## src/rtl/fss_pkg.sv

```systemverilog
// Shared types, format codes and signature tables for the file signature sniffer.
// Used by every module of the block and by its checker; depends on nothing.
`default_nettype none
package fss_pkg;

    localparam int SIG_COUNT = 14;
    localparam int POS_W     = 6;
    localparam logic [POS_W-1:0] POS_SAT = POS_W'(37);

    // Format codes as they appear on the result.
    localparam logic [3:0] FMT_NONE = 4'd0;
    localparam logic [3:0] FMT_PNG  = 4'd1;
    localparam logic [3:0] FMT_JPEG = 4'd2;
    localparam logic [3:0] FMT_GIF  = 4'd3;
    localparam logic [3:0] FMT_BMP  = 4'd4;
    localparam logic [3:0] FMT_WEBP = 4'd5;
    localparam logic [3:0] FMT_TIFF = 4'd6;
    localparam logic [3:0] FMT_PDF  = 4'd7;
    localparam logic [3:0] FMT_WAV  = 4'd8;
    localparam logic [3:0] FMT_MP3  = 4'd9;
    localparam logic [3:0] FMT_MP4  = 4'd10;
    localparam logic [3:0] FMT_OGG  = 4'd11;
    localparam logic [3:0] FMT_ZIP  = 4'd12;

    // Marker bytes that steer the logic beyond plain pattern compares.
    localparam logic [7:0] BYTE_PNG0    = 8'h89;
    localparam logic [7:0] BYTE_SYNC_HI = 8'hE0;

    // Signature tests in priority order: result code and header length needed.
    localparam logic [3:0] SIG_CODE [SIG_COUNT] = '{
        FMT_PNG, FMT_JPEG, FMT_GIF, FMT_BMP, FMT_WEBP, FMT_TIFF, FMT_TIFF,
        FMT_PDF, FMT_WAV, FMT_MP3, FMT_MP3, FMT_MP4, FMT_OGG, FMT_ZIP
    };
    localparam logic [POS_W-1:0] SIG_NEED [SIG_COUNT] = '{
        6'd8, 6'd3, 6'd6, 6'd2, 6'd12, 6'd4, 6'd4,
        6'd5, 6'd12, 6'd3, 6'd2, 6'd8, 6'd4, 6'd4
    };

    typedef struct packed {
        logic [7:0] header_byte;
        logic       last_byte;
    } t_item;

    typedef struct packed {
        logic [3:0]  format_code;
        logic        dims_valid;
        logic [31:0] image_width;
        logic [31:0] image_height;
        logic        audio_valid;
        logic [15:0] channel_count;
        logic [31:0] sampling_rate;
        logic [31:0] byte_rate;
    } t_result;

    // One bit per signature test: does byte b at position p agree with it?
    // Positions that a test does not check always agree.
    function automatic logic [SIG_COUNT-1:0] sig_byte_ok(
        input logic [POS_W-1:0] p,
        input logic [7:0]       b
    );
        logic [SIG_COUNT-1:0] ok;
        ok = '1;
        case (p)
            6'd0: begin
                ok[0]  = (b == 8'h89); ok[1]  = (b == 8'hFF); ok[2]  = (b == 8'h47);
                ok[3]  = (b == 8'h42); ok[4]  = (b == 8'h52); ok[5]  = (b == 8'h49);
                ok[6]  = (b == 8'h4D); ok[7]  = (b == 8'h25); ok[8]  = (b == 8'h52);
                ok[9]  = (b == 8'h49); ok[10] = (b == 8'hFF); ok[12] = (b == 8'h4F);
                ok[13] = (b == 8'h50);
            end
            6'd1: begin
                ok[0]  = (b == 8'h50); ok[1]  = (b == 8'hD8); ok[2]  = (b == 8'h49);
                ok[3]  = (b == 8'h4D); ok[4]  = (b == 8'h49); ok[5]  = (b == 8'h49);
                ok[6]  = (b == 8'h4D); ok[7]  = (b == 8'h50); ok[8]  = (b == 8'h49);
                ok[9]  = (b == 8'h44);
                ok[10] = ((b & BYTE_SYNC_HI) == BYTE_SYNC_HI);
                ok[12] = (b == 8'h67); ok[13] = (b == 8'h4B);
            end
            6'd2: begin
                ok[0]  = (b == 8'h4E); ok[1]  = (b == 8'hFF); ok[2]  = (b == 8'h46);
                ok[4]  = (b == 8'h46); ok[5]  = (b == 8'h2A); ok[6]  = (b == 8'h00);
                ok[7]  = (b == 8'h44); ok[8]  = (b == 8'h46); ok[9]  = (b == 8'h33);
                ok[12] = (b == 8'h67); ok[13] = (b == 8'h03);
            end
            6'd3: begin
                ok[0]  = (b == 8'h47); ok[2]  = (b == 8'h38); ok[4]  = (b == 8'h46);
                ok[5]  = (b == 8'h00); ok[6]  = (b == 8'h2A); ok[7]  = (b == 8'h46);
                ok[8]  = (b == 8'h46); ok[12] = (b == 8'h53); ok[13] = (b == 8'h04);
            end
            6'd4: begin
                // Both GIF87a and GIF89a are accepted here.
                ok[0]  = (b == 8'h0D);
                ok[2]  = (b == 8'h37) || (b == 8'h39);
                ok[7]  = (b == 8'h2D);
                ok[11] = (b == 8'h66);
            end
            6'd5: begin
                ok[0] = (b == 8'h0A); ok[2] = (b == 8'h61); ok[11] = (b == 8'h74);
            end
            6'd6: begin
                ok[0] = (b == 8'h1A); ok[11] = (b == 8'h79);
            end
            6'd7: begin
                ok[0] = (b == 8'h0A); ok[11] = (b == 8'h70);
            end
            6'd8: begin
                ok[4] = (b == 8'h57); ok[8] = (b == 8'h57);
            end
            6'd9: begin
                ok[4] = (b == 8'h45); ok[8] = (b == 8'h41);
            end
            6'd10: begin
                ok[4] = (b == 8'h42); ok[8] = (b == 8'h56);
            end
            6'd11: begin
                ok[4] = (b == 8'h50); ok[8] = (b == 8'h45);
            end
            default: ok = '1;
        endcase
        return ok;
    endfunction

endpackage
`default_nettype wire

```

## src/rtl/fss_in_stage.sv

```systemverilog
// Input register of the file signature sniffer: holds one header byte transaction.
// Depends on fss_pkg for the item type.
`default_nettype none
module fss_in_stage (
    input  wire logic          i_clk,
    input  wire logic          i_rst_n,
    input  wire logic          i_valid,
    output logic               o_ready,
    input  wire fss_pkg::t_item i_item,
    input  wire logic          i_take,
    output logic               o_valid,
    output fss_pkg::t_item     o_item
);
    import fss_pkg::*;

    logic  r_valid;
    t_item r_item;

    // The register can load whenever it is empty or drains in this cycle.
    assign o_ready = !r_valid || i_take;
    assign o_valid = r_valid;
    assign o_item  = r_item;

    always_ff @(posedge i_clk) begin
        if (!i_rst_n) begin
            r_valid <= 1'b0;
        end else if (o_ready) begin
            r_valid <= i_valid;
        end
    end

    always_ff @(posedge i_clk) begin
        if (o_ready && i_valid) begin
            r_item <= i_item;
        end
    end

endmodule
`default_nettype wire

```

## src/rtl/fss_track.sv

```systemverilog
// Per-header tracking state: position count, signature flags and field captures,
// plus the classification of the header on its last byte. Depends on fss_pkg.
`default_nettype none
module fss_track (
    input  wire logic           i_clk,
    input  wire logic           i_rst_n,
    input  wire logic           i_take,
    input  wire fss_pkg::t_item i_item,
    output fss_pkg::t_result    o_result
);
    import fss_pkg::*;

    logic [POS_W-1:0]     r_pos,   n_pos;
    logic [SIG_COUNT-1:0] r_alive, n_alive;
    logic                 r_big,   n_big;
    logic [31:0]          r_width, n_width;
    logic [31:0]          r_height, n_height;
    logic [15:0]          r_chan,  n_chan;
    logic [31:0]          r_rate,  n_rate;
    logic [31:0]          r_brate, n_brate;

    logic [SIG_COUNT-1:0] w_ok;
    logic [7:0]           w_b;
    logic [POS_W-1:0]     w_off18, w_off22, w_off24, w_off28;
    logic [3:0]           w_code;
    logic                 w_found;
    logic                 w_dims;
    logic                 w_audio;

    assign w_b     = i_item.header_byte;
    assign w_ok    = sig_byte_ok(r_pos, w_b);
    assign w_off18 = r_pos - POS_W'(18);
    assign w_off22 = r_pos - POS_W'(22);
    assign w_off24 = r_pos - POS_W'(24);
    assign w_off28 = r_pos - POS_W'(28);

    always_comb begin
        n_pos    = r_pos;
        n_alive  = r_alive;
        n_big    = r_big;
        n_width  = r_width;
        n_height = r_height;
        n_chan   = r_chan;
        n_rate   = r_rate;
        n_brate  = r_brate;
        if (r_pos < POS_SAT) begin
            n_alive = r_alive & w_ok;
            n_pos   = r_pos + POS_W'(1);
            if (r_pos == '0) begin
                n_big = (w_b == BYTE_PNG0);
            end
            // PNG stores dimensions big endian, BMP little endian at other offsets.
            if (r_big) begin
                if (r_pos >= 6'd16 && r_pos < 6'd20) n_width  = {r_width[23:0], w_b};
                if (r_pos >= 6'd20 && r_pos < 6'd24) n_height = {r_height[23:0], w_b};
            end else begin
                if (r_pos >= 6'd18 && r_pos < 6'd22) begin
                    n_width[{w_off18[1:0], 3'b000} +: 8] =
                        r_width[{w_off18[1:0], 3'b000} +: 8] | w_b;
                end
                if (r_pos >= 6'd22 && r_pos < 6'd26) begin
                    n_height[{w_off22[1:0], 3'b000} +: 8] =
                        r_height[{w_off22[1:0], 3'b000} +: 8] | w_b;
                end
            end
            if (r_pos >= 6'd22 && r_pos < 6'd24) begin
                n_chan[{w_off22[0], 3'b000} +: 8] = r_chan[{w_off22[0], 3'b000} +: 8] | w_b;
            end
            if (r_pos >= 6'd24 && r_pos < 6'd28) begin
                n_rate[{w_off24[1:0], 3'b000} +: 8] =
                    r_rate[{w_off24[1:0], 3'b000} +: 8] | w_b;
            end
            if (r_pos >= 6'd28 && r_pos < 6'd32) begin
                n_brate[{w_off28[1:0], 3'b000} +: 8] =
                    r_brate[{w_off28[1:0], 3'b000} +: 8] | w_b;
            end
        end
    end

    // First surviving signature whose bytes all arrived wins.
    always_comb begin
        w_code  = FMT_NONE;
        w_found = 1'b0;
        for (int i = 0; i < SIG_COUNT; i++) begin
            if (!w_found && n_alive[i] && (n_pos >= SIG_NEED[i])) begin
                w_code  = SIG_CODE[i];
                w_found = 1'b1;
            end
        end
    end

    assign w_dims  = ((w_code == FMT_PNG) && (n_pos >= 6'd24)) ||
                     ((w_code == FMT_BMP) && (n_pos >= 6'd26));
    assign w_audio = (w_code == FMT_WAV) && (n_pos >= 6'd36);

    always_comb begin
        o_result.format_code   = w_code;
        o_result.dims_valid    = w_dims;
        o_result.image_width   = w_dims  ? n_width  : '0;
        o_result.image_height  = w_dims  ? n_height : '0;
        o_result.audio_valid   = w_audio;
        o_result.channel_count = w_audio ? n_chan   : '0;
        o_result.sampling_rate = w_audio ? n_rate   : '0;
        o_result.byte_rate     = w_audio ? n_brate  : '0;
    end

    // The last byte of a header returns all tracking state to its start values.
    always_ff @(posedge i_clk) begin
        if (!i_rst_n || (i_take && i_item.last_byte)) begin
            r_pos    <= '0;
            r_alive  <= '1;
            r_big    <= 1'b0;
            r_width  <= '0;
            r_height <= '0;
            r_chan   <= '0;
            r_rate   <= '0;
            r_brate  <= '0;
        end else if (i_take) begin
            r_pos    <= n_pos;
            r_alive  <= n_alive;
            r_big    <= n_big;
            r_width  <= n_width;
            r_height <= n_height;
            r_chan   <= n_chan;
            r_rate   <= n_rate;
            r_brate  <= n_brate;
        end
    end

endmodule
`default_nettype wire

```

## src/rtl/file_signature_sniffer.sv

```systemverilog
// Top level of the file signature sniffer: input stage, tracker and result register.
// Depends on fss_pkg, fss_in_stage and fss_track.
//
//  channel   direction  handshake            payload
//  input     in         i_valid / o_ready    i_header_byte, i_last_byte
//  result    out        o_valid / i_ready    o_format_code ... o_byte_rate
//
// One header byte is accepted per cycle unless a waiting last byte stalls the input register;
// each byte sits in the input register, where the tracker consumes it. A byte marked last
// loads its result into the result register at the edge that drains it from the input register.
// Only a last byte waits when the result register still holds an untaken result;
// other bytes keep flowing. Synchronous reset clears the handshake and tracking state.
`default_nettype none
module file_signature_sniffer (
    input  wire logic        i_clk,
    input  wire logic        i_rst_n,
    input  wire logic        i_valid,
    output logic             o_ready,
    input  wire logic [7:0]  i_header_byte,
    input  wire logic        i_last_byte,
    output logic             o_valid,
    input  wire logic        i_ready,
    output logic [3:0]       o_format_code,
    output logic             o_dims_valid,
    output logic [31:0]      o_image_width,
    output logic [31:0]      o_image_height,
    output logic             o_audio_valid,
    output logic [15:0]      o_channel_count,
    output logic [31:0]      o_sampling_rate,
    output logic [31:0]      o_byte_rate
);
    import fss_pkg::*;

    t_item   w_in_item;
    t_item   w_item;
    logic    w_item_valid;
    logic    w_take;
    t_result w_result;
    logic    r_out_valid;
    t_result r_out;

    assign w_in_item.header_byte = i_header_byte;
    assign w_in_item.last_byte   = i_last_byte;

    assign w_take = w_item_valid && (!w_item.last_byte || !r_out_valid || i_ready);

    fss_in_stage u_in_stage (
        .i_clk   (i_clk),
        .i_rst_n (i_rst_n),
        .i_valid (i_valid),
        .o_ready (o_ready),
        .i_item  (w_in_item),
        .i_take  (w_take),
        .o_valid (w_item_valid),
        .o_item  (w_item)
    );

    fss_track u_track (
        .i_clk    (i_clk),
        .i_rst_n  (i_rst_n),
        .i_take   (w_take),
        .i_item   (w_item),
        .o_result (w_result)
    );

    always_ff @(posedge i_clk) begin
        if (!i_rst_n) begin
            r_out_valid <= 1'b0;
        end else if (w_take && w_item.last_byte) begin
            r_out_valid <= 1'b1;
        end else if (i_ready) begin
            r_out_valid <= 1'b0;
        end
    end

    always_ff @(posedge i_clk) begin
        if (w_take && w_item.last_byte) begin
            r_out <= w_result;
        end
    end

    assign o_valid         = r_out_valid;
    assign o_format_code   = r_out.format_code;
    assign o_dims_valid    = r_out.dims_valid;
    assign o_image_width   = r_out.image_width;
    assign o_image_height  = r_out.image_height;
    assign o_audio_valid   = r_out.audio_valid;
    assign o_channel_count = r_out.channel_count;
    assign o_sampling_rate = r_out.sampling_rate;
    assign o_byte_rate     = r_out.byte_rate;

endmodule
`default_nettype wire

```

## config.mk

```make
export PLATFORM = sky130hd
export DESIGN_NAME = file_signature_sniffer
export DESIGN_NICKNAME = d
export VERILOG_FILES = /design/src/rtl/fss_pkg.sv /design/src/rtl/fss_in_stage.sv /design/src/rtl/fss_track.sv /design/src/rtl/file_signature_sniffer.sv
export SDC_FILE = /design/constraint.sdc
export NUM_CORES = 1
export LEC_CHECK = 0
export BUFFER_PORTS_ARGS = -buffer_cell sky130_fd_sc_hd__buf_4
export CORE_MARGIN = 3
export CORE_UTILIZATION = 25
export DETAILED_ROUTE_END_ITERATION = 7
export PLACE_DENSITY = 0.41
export SETUP_SLACK_MARGIN = 0.15
export SLEW_MARGIN = 20
export SYNTH_ARGS = -nofsm -noshare
export SYNTH_HDL_FRONTEND = slang
export SYNTH_SLANG_ARGS = --single-unit
```

## constraint.sdc

```tcl
create_clock -name i_clk -period 6.7 [get_ports i_clk]
set_clock_uncertainty 0.05 [all_clocks]
set_input_delay 0.67 -clock i_clk [delete_from_list [all_inputs] [get_ports i_clk]]
set_output_delay 0.67 -clock i_clk [all_outputs]
set_load 0.01 [all_outputs]
```

---- Yosys cells after proc, flatten, opt, wreduce, memory -nomap -nowiden ----
Index checks and enable logic that the tools add are counted.
word-level totals
  register bits ........................... 326
  latch bits .............................. 0
  RAM bits ................................ 0
  bits in read-only memories .............. 0
  input port bits ......................... 13
  output and inout bits ................... 152
  logic and storage cells ................. 259
  memories kept ........................... 0
cells by class
  add/sub/neg operators ................... 10
  multiply operators ...................... 0
  div/mod/pow operators ................... 0
  order comparisons ....................... 23
  eq/ne operators ......................... 52
  shifts and indexed selects .............. 15
  muxes and demuxes ....................... 62
  bitwise gates (word level) .............. 6
  reduce and logical (&&, ||, !) cells .... 71
operators with widths
  cell                    number
  $mux 32                 12
  $eq 8x7->1 const B      22
  $bwmux 32               4
  $shift 8x7->32 const A  4
  $shiftx 32x6->8         4
  $shiftx 8x7->32         4
  $eq 8x6->1 const B      7
  $ge 6x5->1 const B      8
  $logic_and 1x1->1       40
  $or 8x8->8              5
  $mux 16                 2
  $lt 6x5->1 const B      5
  $neg 5->7               4
  $eq 6x3->1 const B      4
  $eq 6x4->1 const B      4
  $eq 8x8->1 const B      3
  $mux 4                  6
  $pmux 1 s7              3
  $ge 6x3->1 const B      3
  $logic_not 1->1         17
  $bwmux 16               1
  $eq 8x4->1 const B      2
  $mux 1                  16
  $shift 8x6->16 const A  1
  other kinds (37)        58

---- Longest topological paths before layout ----
Gate-level depths: netlist of run 1.
  depth in word-level cells ............... 62
  mapped depth ............................ 18
  mapped depth without buffers ............ 13

---- Modules after synthesis ----
Synthesis of run 1 repeated with hierarchy kept, for this count alone.
unflattened totals
  cell total of the unflattened synthesis .. 1567
  area total of the unflattened synthesis .. 16136.7 sq um
by module, submodules not included
  module                  instances  cells each  area an instance (sq um)  sequential area each (sq um)
  fss_track               1          1396        11249.5                   3303.2
  file_signature_sniffer  1          157         4559.4                    4524.3
  fss_in_stage            1          14          327.8                     290.3

---- Least setup slack after synthesis of run 1 ----
OpenSTA, ideal clock, no wires.
  path type ............................... in2reg
  start ................................... input port i_ready
  end ..................................... register u_track.r_big
  setup time .............................. 0.128 ns
  data arrival time ....................... 5.352 ns
  required time ........................... 6.522 ns
  path slack .............................. 1.170 ns
  cell stages on the path ................. 7
  path buffers ............................ 2
  path through ............................ nor2b_1 > nand2_1 > and3_1 > nand2b_1 > clkbuf_1 > clkbuf_1 > nor2_1
on the way
  cells in the longest elaborated chain, start to end .. 4
  elaborated cells on any way between the ends .. 5
  those cells by class .................... 5 x reduce/logical
RTL lines
  element                 RTL line                      source
  start: declaration      file_signature_sniffer.sv:22  input wire logic i_ready,
  $logic_or 1x1->1 *      file_signature_sniffer.sv:45  assign w_take = w_item_valid && (!w_item.last_byte || !r_out_valid || i_ready);
  $logic_and 1x1->1 *     file_signature_sniffer.sv:45
  $logic_and 1x1->1       fss_track.sv:109              if (!i_rst_n || (i_take && i_item.last_byte)) begin
  $logic_or 1x1->1        fss_track.sv:109
  end signal: assignment  fss_track.sv:121              r_big <= n_big;
  end: declaration        fss_track.sv:15               logic r_big, n_big;
Mark *: on every way between the ends. The rest lies on a longest branch, timed or not.
A chain may end at the register's enable or synchronous reset.

---- Final worst setup path of run 1 ----
  start ................................... register u_track.r_pos[0]
  end ..................................... register r_out, in the netlist o_image_height[27] (data pin)
on the way
  cells in the longest elaborated chain, start to end .. 62
  elaborated cells on any way between the ends .. 131
  those cells by class .................... 3 x add/sub; 14 x order compare; 13 x eq/ne; 3 x shift; 46 x mux; 2 x bitwise; 50 x reduce/logical
RTL lines
  element                                                               RTL line                      source
  start: declaration                                                    fss_track.sv:13               logic [POS_W-1:0] r_pos, n_pos;
  start signal: assignment                                              fss_track.sv:119              r_pos <= n_pos;
  parallel branches: the longest is 62 deep, another holds $add 6x1->6  -
  end signal: assignment                                                file_signature_sniffer.sv:78  r_out <= w_result;
  end: declaration                                                      file_signature_sniffer.sv:40  t_result r_out;
Several ways; the timed one is not identified.

==> flow_results.xml, run 1 <==
<?xml version="1.0" encoding="UTF-8"?>
<metrics>
  <group name="status">
    <metric name="status" unit="">complete, no violations</metric>
  </group>
  <group name="logic_synthesis">
    <metric name="syn_area_per_cell" unit="sq um">9.65</metric>
    <metric name="ys_ff_latch" unit="">326</metric>
    <metric name="synth_simple_gate_area_share" unit="%">22.2</metric>
    <metric name="proportion_of_synthesized_flip_flops_having_asynchronous_set_or_reset" unit="%">0</metric>
    <metric name="post_synth_num_cell_types" unit="">85</metric>
    <metric name="synth-compound-area-share" unit="%">18.2</metric>
    <metric name="synthCells" unit="">1741</metric>
    <metric name="yosys_warnings" unit="">0</metric>
    <metric name="synth.net_count" unit="">1759</metric>
    <metric name="mappedNetlistArea" unit="sq mm">0.0168</metric>
    <metric name="commonest_register_cell_after_synthesis" unit="">sky130_fd_sc_hd__dfxtp_1</metric>
    <metric name="number_of_enable_type_register_cells_in_the_synthesized_netlist" unit="">159</metric>
    <metric name="synth-seq-area-share" unit="%">48.3</metric>
    <metric name="muxShareOfSynthArea" unit="%">5.68</metric>
    <metric name="combinational_family_with_the_most_area_after_synthesis" unit="">simple AND/OR/NAND/NOR gates</metric>
    <metric name="arithmetic_cell_share_of_the_synthesized_area_counting_full_adders_half_adders_and_majority_gates" unit="%">0.372</metric>
    <metric name="post_synth_xor_area_fraction" unit="%">0.417</metric>
  </group>
  <group name="placement">
    <metric name="placed_area" unit="sq mm">0.0188</metric>
    <metric name="place.port_buffers" unit="">164</metric>
    <metric name="place_congestion" unit="">0.862</metric>
    <metric name="hpwlAfterDp" unit="mm">39.4</metric>
    <metric name="post-place-cells" unit="">2655</metric>
  </group>
  <group name="finish">
    <metric name="area_growth_syn_to_layout" unit="%">19.9</metric>
    <metric name="num-nets-final" unit="">1852</metric>
    <metric name="final_design_area_no_fill" unit="sq mm">0.0201</metric>
    <metric name="stdcell_count" unit="">2730</metric>
    <metric name="diodes" unit="">0</metric>
    <metric name="final_layout_size_suffix_gt1_share" unit="%">24.1</metric>
  </group>
  <group name="setup_path">
    <metric name="timing.critical_path.from_type" unit="">register</metric>
    <metric name="timing.rr.start" unit="">u_track.r_pos[0]</metric>
    <metric name="critPathRequiredTime" unit="ns">6.93</metric>
    <metric name="timing.reg2reg.worst_path_depth" unit="">14</metric>
    <metric name="crit_arrival" unit="ns">5.15</metric>
    <metric name="timing.setup.critical_path_class" unit="">reg -&gt; reg</metric>
    <metric name="critPathMaxFanout" unit="">42</metric>
    <metric name="worst-r2r-setup-slack" unit="ns">1.78</metric>
    <metric name="setup.worst_path.end_class" unit="">register</metric>
    <metric name="critical_path.reg2reg.endpoint" unit="">o_image_height[27]</metric>
  </group>
  <group name="grt">
    <metric name="number_of_antenna_violations_at_the_first_check_in_global_routing" unit="">0</metric>
    <metric name="grt_use_total" unit="%">16.2</metric>
    <metric name="wire_length_of_the_first_global_routing_pass" unit="mm">88.8</metric>
    <metric name="first_global_vias" unit="">14000</metric>
    <metric name="largest_net_degree_at_the_start_of_global_routing" unit="">94</metric>
    <metric name="globalRoute.totalOverflow" unit="">0</metric>
  </group>
  <group name="timing">
    <metric name="drv_slew" unit="">0</metric>
    <metric name="setup-violations-final" unit="">0</metric>
    <metric name="timing.final.hold_violations" unit="">0</metric>
    <metric name="maxClockFrequency" unit="MHz">203</metric>
    <metric name="rsz_0062_raised_after_global_routing" unit="">false</metric>
    <metric name="slew_margin_rel" unit="%">20.5</metric>
    <metric name="setup-tns-final" unit="ns">0</metric>
    <metric name="min_period_over_period" unit="%">73.4</metric>
    <metric name="layout_min_cycle_time" unit="ns">4.92</metric>
    <metric name="transition_at_the_pin_with_the_smallest_max_transition_slack" unit="ns">1.19</metric>
    <metric name="fin_hold_ws" unit="ns">0.242</metric>
  </group>
  <group name="clock_network">
    <metric name="worstSkewPairLatency" unit="ns">0.56</metric>
    <metric name="htree_num_levels" unit="">2</metric>
    <metric name="cts-hold-fix-buffers" unit="">0</metric>
    <metric name="cts_setup_buffers" unit="">0</metric>
    <metric name="max-clock-path-buffers" unit="">3</metric>
    <metric name="clock-root-buffer" unit="">sky130_fd_sc_hd__clkbuf_16</metric>
    <metric name="cts_tree" unit="">yes</metric>
    <metric name="cts-buffers-inserted" unit="">41</metric>
    <metric name="worst_setup_hold_path_clk_slew" unit="ns">0.05</metric>
    <metric name="clock-sinks" unit="">326</metric>
    <metric name="cts_resized" unit="">0</metric>
  </group>
  <group name="pwr">
    <metric name="leakage_power" unit="uW">0.00676</metric>
    <metric name="vdd_drop_max" unit="mV">0.127</metric>
    <metric name="power_density" unit="mW/mm^2">238</metric>
    <metric name="p_total" unit="uW">4790</metric>
  </group>
  <group name="die">
    <metric name="die_h" unit="um">265</metric>
    <metric name="die_x" unit="um">265</metric>
    <metric name="floorplan.core_area" unit="sq mm">0.0662</metric>
    <metric name="top_level_ports" unit="">165</metric>
    <metric name="die_area" unit="sq mm">0.0703</metric>
    <metric name="rows" unit="">94</metric>
    <metric name="initial_utilization" unit="%">25.4</metric>
  </group>
  <group name="routing">
    <metric name="route.detailed.vias_per_inst" unit="">5.19</metric>
    <metric name="antenna_violating_nets_post_route" unit="">0</metric>
    <metric name="drt_wl_total" unit="mm">58.8</metric>
    <metric name="post_drt_wl_per_cell" unit="um">21.5</metric>
    <metric name="first_pass_iters" unit="">5</metric>
    <metric name="drtIter0Drc" unit="">1194</metric>
    <metric name="route.vias.total" unit="">14200</metric>
    <metric name="route.detailed.drc" unit="">0</metric>
  </group>
  <group name="job">
    <metric name="max_cap_viol_count" unit="">0</metric>
  </group>
  <group name="hold_path">
    <metric name="worstHoldPathType" unit="">in -&gt; reg</metric>
    <metric name="hold_depth" unit="">1</metric>
    <metric name="hold-path-endpoint" unit="">u_in_stage.o_item[8]</metric>
    <metric name="hold_path.startpoint" unit="">i_header_byte[7]</metric>
  </group>
</metrics>
## registers in the layout (all words and copies together) (netlist names)
signal and flops:
u_track.r_height 32, o_image_height 32, o_valid 1, o_dims_valid 1, u_in_stage.o_item 9, o_format_code 4
u_track.r_width 32, u_in_stage.o_valid 1, o_sampling_rate 32, u_track.r_brate 32, o_byte_rate 32, u_track.r_alive 14
o_channel_count 16, o_audio_valid 1, o_image_width 32, u_track.r_chan 16, u_track.r_pos 6, u_track.r_rate 32
u_track.r_big 1
## synthesized netlist by cell type, drive strengths merged, types with 10 or more instances
cell      n  area share [%]
a22oi    83             3.7
nor2    338             7.6
mux4     32             4.3
buf      44             1.7
o21ai    47             1.4
a222oi   23             1.4
a21oi   149             4.4
inv      25            0.56
dfxtp   167              20
nor3    103             5.4
and2     14            0.52
nor4     10            0.46
nand3    27            0.80
nand2   111             2.5
nor2b    13            0.48
edfxtp  159              28
mux2     19             1.3
a211oi   69             3.1
or2      29             1.1
clkbuf  114             2.5
## area by class of cell
type	instances	area, sq um
inverter	26	97.6
sequential	326	8120
multi-input combinational	1231	7930
clock buffer	64	1210
timing repair buffer	208	1610
tap	864	1080
fill	6901	46100
clock inverter	11	105
## worst max-delay path, cell delays in order, from the launching register on
cell and delay, ns:
sky130_fd_sc_hd__dfxtp_2 0.34, sky130_fd_sc_hd__clkinv_1 0.24, sky130_fd_sc_hd__ha_1 0.61, sky130_fd_sc_hd__buf_4 0.33, sky130_fd_sc_hd__or4_1 0.51, sky130_fd_sc_hd__nor3_1 0.14
sky130_fd_sc_hd__o21ai_0 0.10, sky130_fd_sc_hd__a211oi_1 0.33, sky130_fd_sc_hd__o21ai_0 0.31, sky130_fd_sc_hd__a31oi_1 0.39, sky130_fd_sc_hd__nor4_4 0.07, sky130_fd_sc_hd__o21ba_2 0.24
sky130_fd_sc_hd__o21ai_4 0.57, sky130_fd_sc_hd__buf_12 0.29, sky130_fd_sc_hd__nor2_1 0.09
## per-layer routing
metal	vias to the layer above	track usage, %	routed length (um)
li1	6630	-	-
met1	6997	21.7	26500
met2	446	26.8	27600
met3	99	2.47	2940
met4	0	5.44	1720
met5	-	0	0
## stage by stage
stage | utilization [%] | setup WS, ns
2_1_floorplan | - | 1.17
3_3_place_gp | 28.4 | 1.80
3_5_place_dp | 28.4 | 1.68
4_1_cts | 30.4 | 1.65
5_1_grt | 30.4 | 1.35
6_report | 30.4 | 1.78
## logic make-up after synthesis
| kind of cell | count (synthesis) |
|---|---|
| AO/OA/AOI/OAI | 455 |
| XOR/XNOR | 8 |
| adder cells (fa/ha/maj) | 5 |
| buffers and inverters | 184 |
| flip-flops | 326 |
| multiplexers | 53 |
| AND/OR/NAND/NOR | 710 |
## power by group
part | switching, uW | internal [uW]
Sequential | 43.7 | 2130
Combinational | 294 | 141
Clock | 872 | 1310
Total | 1210 | 3580
## how the worst max path moves through the flow
stage | start | to | slack, ns
floorplan | i_ready | u_track.r_big | 1.17
global placement | u_track.r_pos[0] | o_image_height[23] | 1.80
detailed placement | u_track.r_pos[0] | o_image_height[27] | 1.68
CTS | u_track.r_pos[0] | o_image_width[22] | 1.65
global route | u_track.r_pos[0] | o_image_height[27] | 1.35
finish | u_track.r_pos[0] | o_image_height[27] | 1.78
## cell usage in the layout, fill, tap and decap left out, types with 5 or more instances in the layout
cell | Yosys | layout
sky130_fd_sc_hd__a22oi_1 | 83 | 83
sky130_fd_sc_hd__and4b_1 | 5 | 5
sky130_fd_sc_hd__nor3_2 | 79 | 82
sky130_fd_sc_hd__buf_4 | 1 | 204
sky130_fd_sc_hd__xnor2_1 | 5 | 5
sky130_fd_sc_hd__o22ai_1 | 5 | 5
sky130_fd_sc_hd__a211o_1 | 5 | 5
sky130_fd_sc_hd__o21ai_0 | 42 | 42
sky130_fd_sc_hd__inv_1 | 25 | 25
sky130_fd_sc_hd__a21oi_1 | 149 | 148
sky130_fd_sc_hd__nor3_1 | 24 | 21
sky130_fd_sc_hd__a221oi_1 | 8 | 8
sky130_fd_sc_hd__nor2_1 | 337 | 336
sky130_fd_sc_hd__o21a_1 | 8 | 8
sky130_fd_sc_hd__edfxtp_1 | 159 | 159
sky130_fd_sc_hd__mux4_2 | 32 | 32
sky130_fd_sc_hd__a31oi_1 | 9 | 9
sky130_fd_sc_hd__a21o_1 | 5 | 5
sky130_fd_sc_hd__or2_2 | 28 | 28
sky130_fd_sc_hd__clkbuf_16 | 0 | 44
sky130_fd_sc_hd__nand3_1 | 27 | 27
sky130_fd_sc_hd__nand2b_1 | 6 | 5
sky130_fd_sc_hd__a222oi_1 | 23 | 23
sky130_fd_sc_hd__mux2_2 | 19 | 19
sky130_fd_sc_hd__nor4_1 | 9 | 9
sky130_fd_sc_hd__clkbuf_1 | 114 | 17
sky130_fd_sc_hd__nor2b_1 | 13 | 13
sky130_fd_sc_hd__and2_1 | 14 | 13
sky130_fd_sc_hd__ha_1 | 5 | 5
sky130_fd_sc_hd__a211oi_1 | 69 | 69
sky130_fd_sc_hd__dfxtp_1 | 167 | 166
sky130_fd_sc_hd__nand2_1 | 111 | 111
sky130_fd_sc_hd__nand4_1 | 8 | 8
sky130_fd_sc_hd__clkinv_2 | 0 | 5
sky130_fd_sc_hd__o31ai_1 | 5 | 5
Note: power is estimated with default switching activity, not from simulation.
==> run 2, diff against run 1 <==
--- a/config.mk
+++ b/config.mk
@@ -9,7 +9,7 @@
 export CORE_MARGIN = 3
 export CORE_UTILIZATION = 25
 export DETAILED_ROUTE_END_ITERATION = 7
-export PLACE_DENSITY = 0.41
+export PLACE_DENSITY = 0.43
 export SETUP_SLACK_MARGIN = 0.15
 export SLEW_MARGIN = 20
 export SYNTH_ARGS = -nofsm -noshare
==> constraint.sdc (replaced) <==
create_clock -name i_clk -period 4.12 [get_ports i_clk]
set_clock_uncertainty 0.05 [all_clocks]
set_input_delay 0.412 -clock i_clk [delete_from_list [all_inputs] [get_ports i_clk]]
set_output_delay 0.412 -clock i_clk [all_outputs]
set_load 0.01 [all_outputs]
==> run 2 against run 1 <==
Cell area is 8.3% higher. Critical path type unchanged. Register-to-register slack worse by 1.5 ns. First-iteration DRC count fell by 8.7%. Count of clock-buffer cells in the layout is 16 lower. Highest routed layer unchanged. Critical endpoint is now o_image_height[20]. Sequential share of layout area down 3.0 points.
==> flow_results.xml, run 2 (same netlist as run 1, synthesis figures left out) <==
<?xml version="1.0" encoding="UTF-8"?>
<metrics>
  <group name="finish">
    <metric name="diodes" unit="">0</metric>
    <metric name="finish.utilization" unit="%">32.9</metric>
    <metric name="most_common_library_cell_in_the_layout_ignoring_fill_and_taps" unit="">sky130_fd_sc_hd__nor2_1</metric>
    <metric name="stdcell_count" unit="">2879</metric>
    <metric name="num-nets-final" unit="">2000</metric>
    <metric name="final_layout_size_suffix_gt1_share" unit="%">31.5</metric>
    <metric name="mostFrequentLayoutCells" unit="">sky130_fd_sc_hd__nor2_1 (335), sky130_fd_sc_hd__buf_4 (329), sky130_fd_sc_hd__dfxtp_1 (161), sky130_fd_sc_hd__edfxtp_1 (159), sky130_fd_sc_hd__a21oi_1 (148)</metric>
    <metric name="final_design_area_no_fill" unit="sq mm">0.0218</metric>
    <metric name="area_growth_syn_to_layout" unit="%">29.9</metric>
  </group>
  <group name="setup_path">
    <metric name="timing.critical_path.from_type" unit="">register</metric>
    <metric name="timing.setup.critical_path_class" unit="">reg -&gt; reg</metric>
    <metric name="timing.rr.start" unit="">u_track.r_pos[4]</metric>
    <metric name="worst_setup_path_startpoint" unit="">u_track.r_pos[4]</metric>
    <metric name="setup.worst_path.end_class" unit="">register</metric>
    <metric name="timing.reg2reg.worst_path_depth" unit="">14</metric>
    <metric name="critPathRequiredTime" unit="ns">4.36</metric>
    <metric name="crit_buf_inv" unit="">4</metric>
    <metric name="critical_path.cell_chain" unit="">buf_4 &gt; or4_4 &gt; nor2_4 &gt; o311ai_2 &gt; a22o_1 &gt; and2_4 &gt; or3_4 &gt; nor4_4 &gt; nor4b_2 &gt; buf_4 &gt; o21ai_4 &gt; buf_12 &gt; buf_12 &gt; nor2_1</metric>
    <metric name="critical_path.reg2reg.endpoint" unit="">o_image_height[20]</metric>
    <metric name="crit_arrival" unit="ns">4.08</metric>
    <metric name="worst-r2r-setup-slack" unit="ns">0.29</metric>
    <metric name="cpPeakStageDelay" unit="ns">0.59</metric>
    <metric name="critPathMaxFanout" unit="">19</metric>
    <metric name="critical_path.top_delay_family" unit="">simple AND/OR/NAND/NOR gates</metric>
    <metric name="critical_path.slowest_cell" unit="">sky130_fd_sc_hd__or4_4</metric>
  </group>
  <group name="placement">
    <metric name="placed_area" unit="sq mm">0.0198</metric>
    <metric name="placement.setup.worst_slack" unit="ns">-0.0981</metric>
    <metric name="post-place-cells" unit="">2771</metric>
    <metric name="hpwlAfterDp" unit="mm">41.9</metric>
    <metric name="place_congestion" unit="">0.892</metric>
    <metric name="place.port_buffers" unit="">164</metric>
  </group>
  <group name="job">
    <metric name="max_cap_viol_count" unit="">0</metric>
  </group>
  <group name="hold_path">
    <metric name="worstHoldPathType" unit="">in -&gt; reg</metric>
    <metric name="hold_depth" unit="">2</metric>
    <metric name="hold_path.startpoint" unit="">i_rst_n</metric>
    <metric name="hold-path-endpoint" unit="">o_valid</metric>
  </group>
  <group name="timing">
    <metric name="layout_min_cycle_time" unit="ns">3.83</metric>
    <metric name="final_setup_margin" unit="ns">0.287</metric>
    <metric name="min_period_over_period" unit="%">93.0</metric>
    <metric name="setup-tns-final" unit="ns">0</metric>
    <metric name="slew_margin_rel" unit="%">32.5</metric>
    <metric name="maxClockFrequency" unit="MHz">261</metric>
    <metric name="setup-violations-final" unit="">0</metric>
    <metric name="timing.final.hold_violations" unit="">0</metric>
    <metric name="rsz_0062_raised_after_global_routing" unit="">false</metric>
    <metric name="transition_at_the_pin_with_the_smallest_max_transition_slack" unit="ns">1.01</metric>
    <metric name="drv_slew" unit="">0</metric>
  </group>
  <group name="clock_network">
    <metric name="worstSkewPairLatency" unit="ns">0.57</metric>
    <metric name="clock-sinks" unit="">326</metric>
    <metric name="cts_tree" unit="">yes</metric>
    <metric name="max-clock-path-buffers" unit="">3</metric>
    <metric name="cts-buffers-inserted" unit="">41</metric>
    <metric name="htree_num_levels" unit="">2</metric>
    <metric name="worst_setup_hold_path_clk_slew" unit="ns">0.06</metric>
    <metric name="clock-root-buffer" unit="">sky130_fd_sc_hd__clkbuf_16</metric>
  </group>
  <group name="routing">
    <metric name="post_drt_wl_per_cell" unit="um">21.1</metric>
    <metric name="route.detailed.vias_per_inst" unit="">5.13</metric>
    <metric name="drt_wl_total" unit="mm">60.8</metric>
    <metric name="first_pass_iters" unit="">8</metric>
    <metric name="drtIter0Drc" unit="">1090</metric>
    <metric name="antenna_violating_nets_post_route" unit="">0</metric>
    <metric name="route.vias.total" unit="">14800</metric>
    <metric name="route.detailed.drc" unit="">0</metric>
  </group>
  <group name="grt">
    <metric name="grt_use_total" unit="%">16.6</metric>
    <metric name="largest_net_degree_at_the_start_of_global_routing" unit="">153</metric>
    <metric name="wire_length_of_the_first_global_routing_pass" unit="mm">90.9</metric>
    <metric name="globalRoute.totalOverflow" unit="">0</metric>
    <metric name="first_global_vias" unit="">14400</metric>
    <metric name="number_of_antenna_violations_at_the_first_check_in_global_routing" unit="">0</metric>
  </group>
  <group name="status">
    <metric name="status" unit="">complete, no violations</metric>
  </group>
  <group name="pwr">
    <metric name="leakage_power" unit="uW">0.00764</metric>
    <metric name="power_density" unit="mW/mm^2">380</metric>
    <metric name="vdd_drop_max" unit="mV">0.229</metric>
  </group>
  <group name="die">
    <metric name="die_h" unit="um">265</metric>
    <metric name="rows" unit="">94</metric>
    <metric name="die_area" unit="sq mm">0.0703</metric>
    <metric name="initial_utilization" unit="%">25.4</metric>
    <metric name="floorplan.core_area" unit="sq mm">0.0662</metric>
    <metric name="top_level_ports" unit="">165</metric>
    <metric name="die_x" unit="um">265</metric>
  </group>
</metrics>
run 2: cell types whose count changed in the layout (fill, tap and decap cells not counted), sizes merged:
| cell | before | now |
|---|---|---|
| buf | 208 | 345 |
| clkbuf | 64 | 50 |
| dlygate4sd3 | 0 | 9 |
| bufinv | 2 | 8 |
| inv | 26 | 31 |
| clkinvlp | 0 | 4 |
| clkinv | 9 | 11 |
run 2: final cells by class:
type,instances,area (sq um)
well taps,864,1080
fillers,6809,44400
clock inverters,28,374
inverters,26,103
multi-input cells,1231,8120
repair buffers,356,2920
clock buffers,48,1090
flip-flops and latches,326,8130
run 2: worst max path at each step:
stage,end,cells past startpoint
6_report,o_image_height[20],14
4_1_cts,o_sampling_rate[30],15
3_5_place_dp,o_sampling_rate[30],15
5_1_grt,o_image_height[20],17
2_1_floorplan,o_image_width[16],17
3_3_place_gp,o_sampling_rate[30],15
run 2: power breakdown:
| group | internal (uW) | switching (uW) | total, uW | leakage [uW] |
|---|---|---|---|---|
| Combinational | 319 | 528 | 848 | 0.00387 |
| Clock | 2420 | 1510 | 3930 | 0.000710 |
| Sequential | 3460 | 59.8 | 3520 | 0.00306 |
run 2: metrics by stage:
| step | hold slack (ns) | power (uW) |
|---|---|---|
| detailed placement | 0.395 | 4380 |
| finish | 0.0616 | 8290 |
| global placement | 0.389 | 4380 |
| CTS | 0.0327 | 8360 |
| global route | 0.0506 | 8590 |
| floorplan | 0.372 | 4060 |
run 2: metal layers:
metal / track usage (%) / share of wire, % / vias up
li1: - / - / 6941
met3: 3.01 / 5.6 / 96
met4: 5.25 / 2.9 / 0
met5: 0 / 0 / -
met2: 28.0 / 48 / 478
met1: 21.7 / 43 / 7263
run 2: timing repair:
action	CTS	global route
hold buffers	9	0
gates resized for setup	8	50
endpoints found under the setup margin	144	147
pin swaps	0	15
setup buffers	0	21
endpoints found under the hold margin	9	0
gates cloned	0	2
==> run 3, diff against run 2 <==
--- a/config.mk
+++ b/config.mk
@@ -6,10 +6,11 @@
 export NUM_CORES = 1
 export LEC_CHECK = 0
 export BUFFER_PORTS_ARGS = -buffer_cell sky130_fd_sc_hd__buf_4
+export CORE_ASPECT_RATIO = 0.5
 export CORE_MARGIN = 3
 export CORE_UTILIZATION = 25
 export DETAILED_ROUTE_END_ITERATION = 7
-export PLACE_DENSITY = 0.43
+export PLACE_DENSITY = 0.41
 export SETUP_SLACK_MARGIN = 0.15
 export SLEW_MARGIN = 20
 export SYNTH_ARGS = -nofsm -noshare
==> constraint.sdc (replaced) <==
create_clock -name i_clk -period 4.7 [get_ports i_clk]
set_clock_uncertainty 0.05 [all_clocks]
set_input_delay 0.47 -clock i_clk [delete_from_list [all_inputs] [get_ports i_clk]]
set_output_delay 0.47 -clock i_clk [all_outputs]
set_load 0.01 [all_outputs]
==> run 3 against run 2 <==
Highest routed layer is now met5. Register-to-register slack better by 0.05 ns. Core utilization down 1.8 points. Global-route usage decreased by 0.45 points. Worst setup slack better by 0.049 ns. Cell count decreased by 3.1%. Largest power group is now registers. Sequential power fell by 12%. The run now ends with DRC left.
==> flow_results.xml, run 3 (same netlist as run 1, synthesis figures left out) <==
<?xml version="1.0" encoding="UTF-8"?>
<metrics>
  <group name="timing">
    <metric name="timing.final.hold_violations" unit="">0</metric>
    <metric name="slew_margin_rel" unit="%">29.9</metric>
    <metric name="maxClockFrequency" unit="MHz">229</metric>
    <metric name="drv_slew" unit="">0</metric>
    <metric name="setup-tns-final" unit="ns">0</metric>
    <metric name="rsz_0062_raised_after_global_routing" unit="">false</metric>
    <metric name="layout_min_cycle_time" unit="ns">4.36</metric>
    <metric name="setup-violations-final" unit="">0</metric>
    <metric name="transition_at_the_pin_with_the_smallest_max_transition_slack" unit="ns">1.04</metric>
    <metric name="min_period_over_period" unit="%">92.8</metric>
    <metric name="fin_hold_ws" unit="ns">0.0638</metric>
  </group>
  <group name="setup_path">
    <metric name="critical_path.slowest_cell" unit="">sky130_fd_sc_hd__or4b_2</metric>
    <metric name="critPathMaxFanout" unit="">28</metric>
    <metric name="crit_arrival" unit="ns">4.57</metric>
    <metric name="timing.setup.critical_path_class" unit="">reg -&gt; reg</metric>
    <metric name="critPathRequiredTime" unit="ns">4.91</metric>
    <metric name="critical_path.top_delay_family" unit="">buffers and inverters</metric>
    <metric name="setup.worst_path.end_class" unit="">register</metric>
    <metric name="cpPeakStageDelay" unit="ns">0.68</metric>
    <metric name="crit_top_cell" unit="">sky130_fd_sc_hd__buf_4</metric>
    <metric name="timing.critical_path.from_type" unit="">register</metric>
    <metric name="critical_path.cell_chain" unit="">buf_4 &gt; or4b_2 &gt; o32a_1 &gt; o311ai_1 &gt; a22o_1 &gt; and2_1 &gt; nor3_1 &gt; a21oi_4 &gt; buf_4 &gt; buf_4 &gt; nor3_2</metric>
    <metric name="crit_buf_inv" unit="">3</metric>
  </group>
  <group name="grt">
    <metric name="globalRoute.totalOverflow" unit="">0</metric>
    <metric name="grt_use_total" unit="%">16.2</metric>
    <metric name="largest_net_degree_at_the_start_of_global_routing" unit="">108</metric>
    <metric name="first_global_vias" unit="">13600</metric>
    <metric name="wire_length_of_the_first_global_routing_pass" unit="mm">89.1</metric>
    <metric name="number_of_antenna_violations_at_the_first_check_in_global_routing" unit="">2</metric>
  </group>
  <group name="routing">
    <metric name="drtIter0Drc" unit="">1252</metric>
    <metric name="antenna_violating_nets_post_route" unit="">0</metric>
    <metric name="route.vias.total" unit="">14100</metric>
    <metric name="first_pass_iters" unit="">8</metric>
    <metric name="post_drt_wl_per_cell" unit="um">21.1</metric>
    <metric name="route.detailed.drc" unit="">1</metric>
    <metric name="drt_wl_total" unit="mm">58.9</metric>
    <metric name="route.detailed.vias_per_inst" unit="">5.05</metric>
  </group>
  <group name="clock_network">
    <metric name="htree_num_levels" unit="">2</metric>
    <metric name="clock-root-buffer" unit="">sky130_fd_sc_hd__clkbuf_16</metric>
    <metric name="cts_setup_buffers" unit="">0</metric>
    <metric name="cts_tree" unit="">yes</metric>
    <metric name="cts_resized" unit="">0</metric>
    <metric name="max-clock-path-buffers" unit="">3</metric>
    <metric name="cts-hold-fix-buffers" unit="">0</metric>
    <metric name="worstSkewPairLatency" unit="ns">0.54</metric>
    <metric name="clock-sinks" unit="">326</metric>
    <metric name="worst_setup_hold_path_clk_slew" unit="ns">0.06</metric>
    <metric name="cts-buffers-inserted" unit="">37</metric>
  </group>
  <group name="placement">
    <metric name="placed_area" unit="sq mm">0.0192</metric>
    <metric name="hpwlAfterDp" unit="mm">40.5</metric>
    <metric name="place_congestion" unit="">0.865</metric>
    <metric name="place.port_buffers" unit="">164</metric>
  </group>
  <group name="die">
    <metric name="die_x" unit="um">373</metric>
    <metric name="die_h" unit="um">189</metric>
    <metric name="initial_utilization" unit="%">25.6</metric>
    <metric name="floorplan.core_area" unit="sq mm">0.0657</metric>
    <metric name="die_area" unit="sq mm">0.0705</metric>
    <metric name="top_level_ports" unit="">165</metric>
    <metric name="rows" unit="">66</metric>
  </group>
  <group name="job">
    <metric name="max_cap_viol_count" unit="">0</metric>
  </group>
  <group name="finish">
    <metric name="final_design_area_no_fill" unit="sq mm">0.0205</metric>
    <metric name="diodes" unit="">0</metric>
    <metric name="most_common_library_cell_in_the_layout_ignoring_fill_and_taps" unit="">sky130_fd_sc_hd__nor2_1</metric>
    <metric name="mostFrequentLayoutCells" unit="">sky130_fd_sc_hd__nor2_1 (336), sky130_fd_sc_hd__buf_4 (251), sky130_fd_sc_hd__dfxtp_1 (165), sky130_fd_sc_hd__edfxtp_1 (159), sky130_fd_sc_hd__a21oi_1 (148)</metric>
    <metric name="area_growth_syn_to_layout" unit="%">21.8</metric>
    <metric name="num-nets-final" unit="">1896</metric>
    <metric name="final_layout_size_suffix_gt1_share" unit="%">26.1</metric>
  </group>
  <group name="pwr">
    <metric name="power_density" unit="mW/mm^2">331</metric>
    <metric name="p_total" unit="uW">6770</metric>
    <metric name="vdd_drop_max" unit="mV">0.246</metric>
    <metric name="leakage_power" unit="uW">0.00695</metric>
  </group>
  <group name="status">
    <metric name="status" unit="">complete, but fails checks</metric>
    <metric name="failed_checks" unit="">DRC</metric>
  </group>
  <group name="hold_path">
    <metric name="worstHoldPathType" unit="">in -&gt; reg</metric>
  </group>
</metrics>
-- run 3: changes by cell type in the layout (fill, tap and decap cells not counted), sizes merged --
cell	before	now
clkinvlp	4	1
bufinv	8	5
inv	31	26
clkinv	11	10
clkbuf	50	52
dlygate4sd3	9	0
buf	345	256
-- run 3: layout make-up --
class,count,area [sq um]
multi-input cells,1231,7940
clock buffers,52,1030
flip-flops and latches,326,8120
fillers,6890,45300
well taps,884,1110
clock inverters,16,206
inverters,26,97.6
repair buffers,256,1970
-- run 3: final timing paths --
kind         depth (start not counted)                    to  slack (ns)            startpoint
max                                 11       o_byte_rate[13]        0.34  u_in_stage.o_item[6]
min                                  1  u_in_stage.o_item[0]        0.06           i_last_byte
min reg2reg                          2    u_track.r_alive[9]        0.39    u_track.r_alive[9]
max reg2reg                         11       o_byte_rate[13]        0.34  u_in_stage.o_item[6]
-- run 3: worst reg2reg max path, stage by stage (launching register included) --
cell	delay [ns]
sky130_fd_sc_hd__edfxtp_1	0.63
sky130_fd_sc_hd__buf_4	0.27
sky130_fd_sc_hd__or4b_2	0.68
sky130_fd_sc_hd__o32a_1	0.19
sky130_fd_sc_hd__o311ai_1	0.51
sky130_fd_sc_hd__a22o_1	0.29
sky130_fd_sc_hd__and2_1	0.19
sky130_fd_sc_hd__nor3_1	0.09
sky130_fd_sc_hd__a21oi_4	0.15
sky130_fd_sc_hd__buf_4	0.38
sky130_fd_sc_hd__buf_4	0.51
sky130_fd_sc_hd__nor3_2	0.14
-- run 3: power by group --
group / switching [uW] / internal (uW)
sequential: 68.8 / 3030
clock: 1210 / 1820
combinational: 426 / 217
total: 1710 / 5070
-- run 3: metal layers --
| metal | GRT usage [%] | routed length (um) | share of wire, % |
|---|---|---|---|
| met5 | 0 | 13 | 0.022 |
| met4 | 3.50 | 1100 | 1.9 |
| met3 | 2.20 | 2580 | 4.4 |
| met2 | 26.1 | 27000 | 46 |
| met1 | 23.1 | 28200 | 48 |
-- run 3: stage by stage --
stage	util [%]	instances	setup slack, ns
5_1_grt	31.1	2791	0.195
4_1_cts	31.1	2791	0.388
3_3_place_gp	29.2	2723	0.331
2_1_floorplan	-	1741	0.248
6_report	31.1	2791	0.336
3_5_place_dp	29.2	2723	0.399
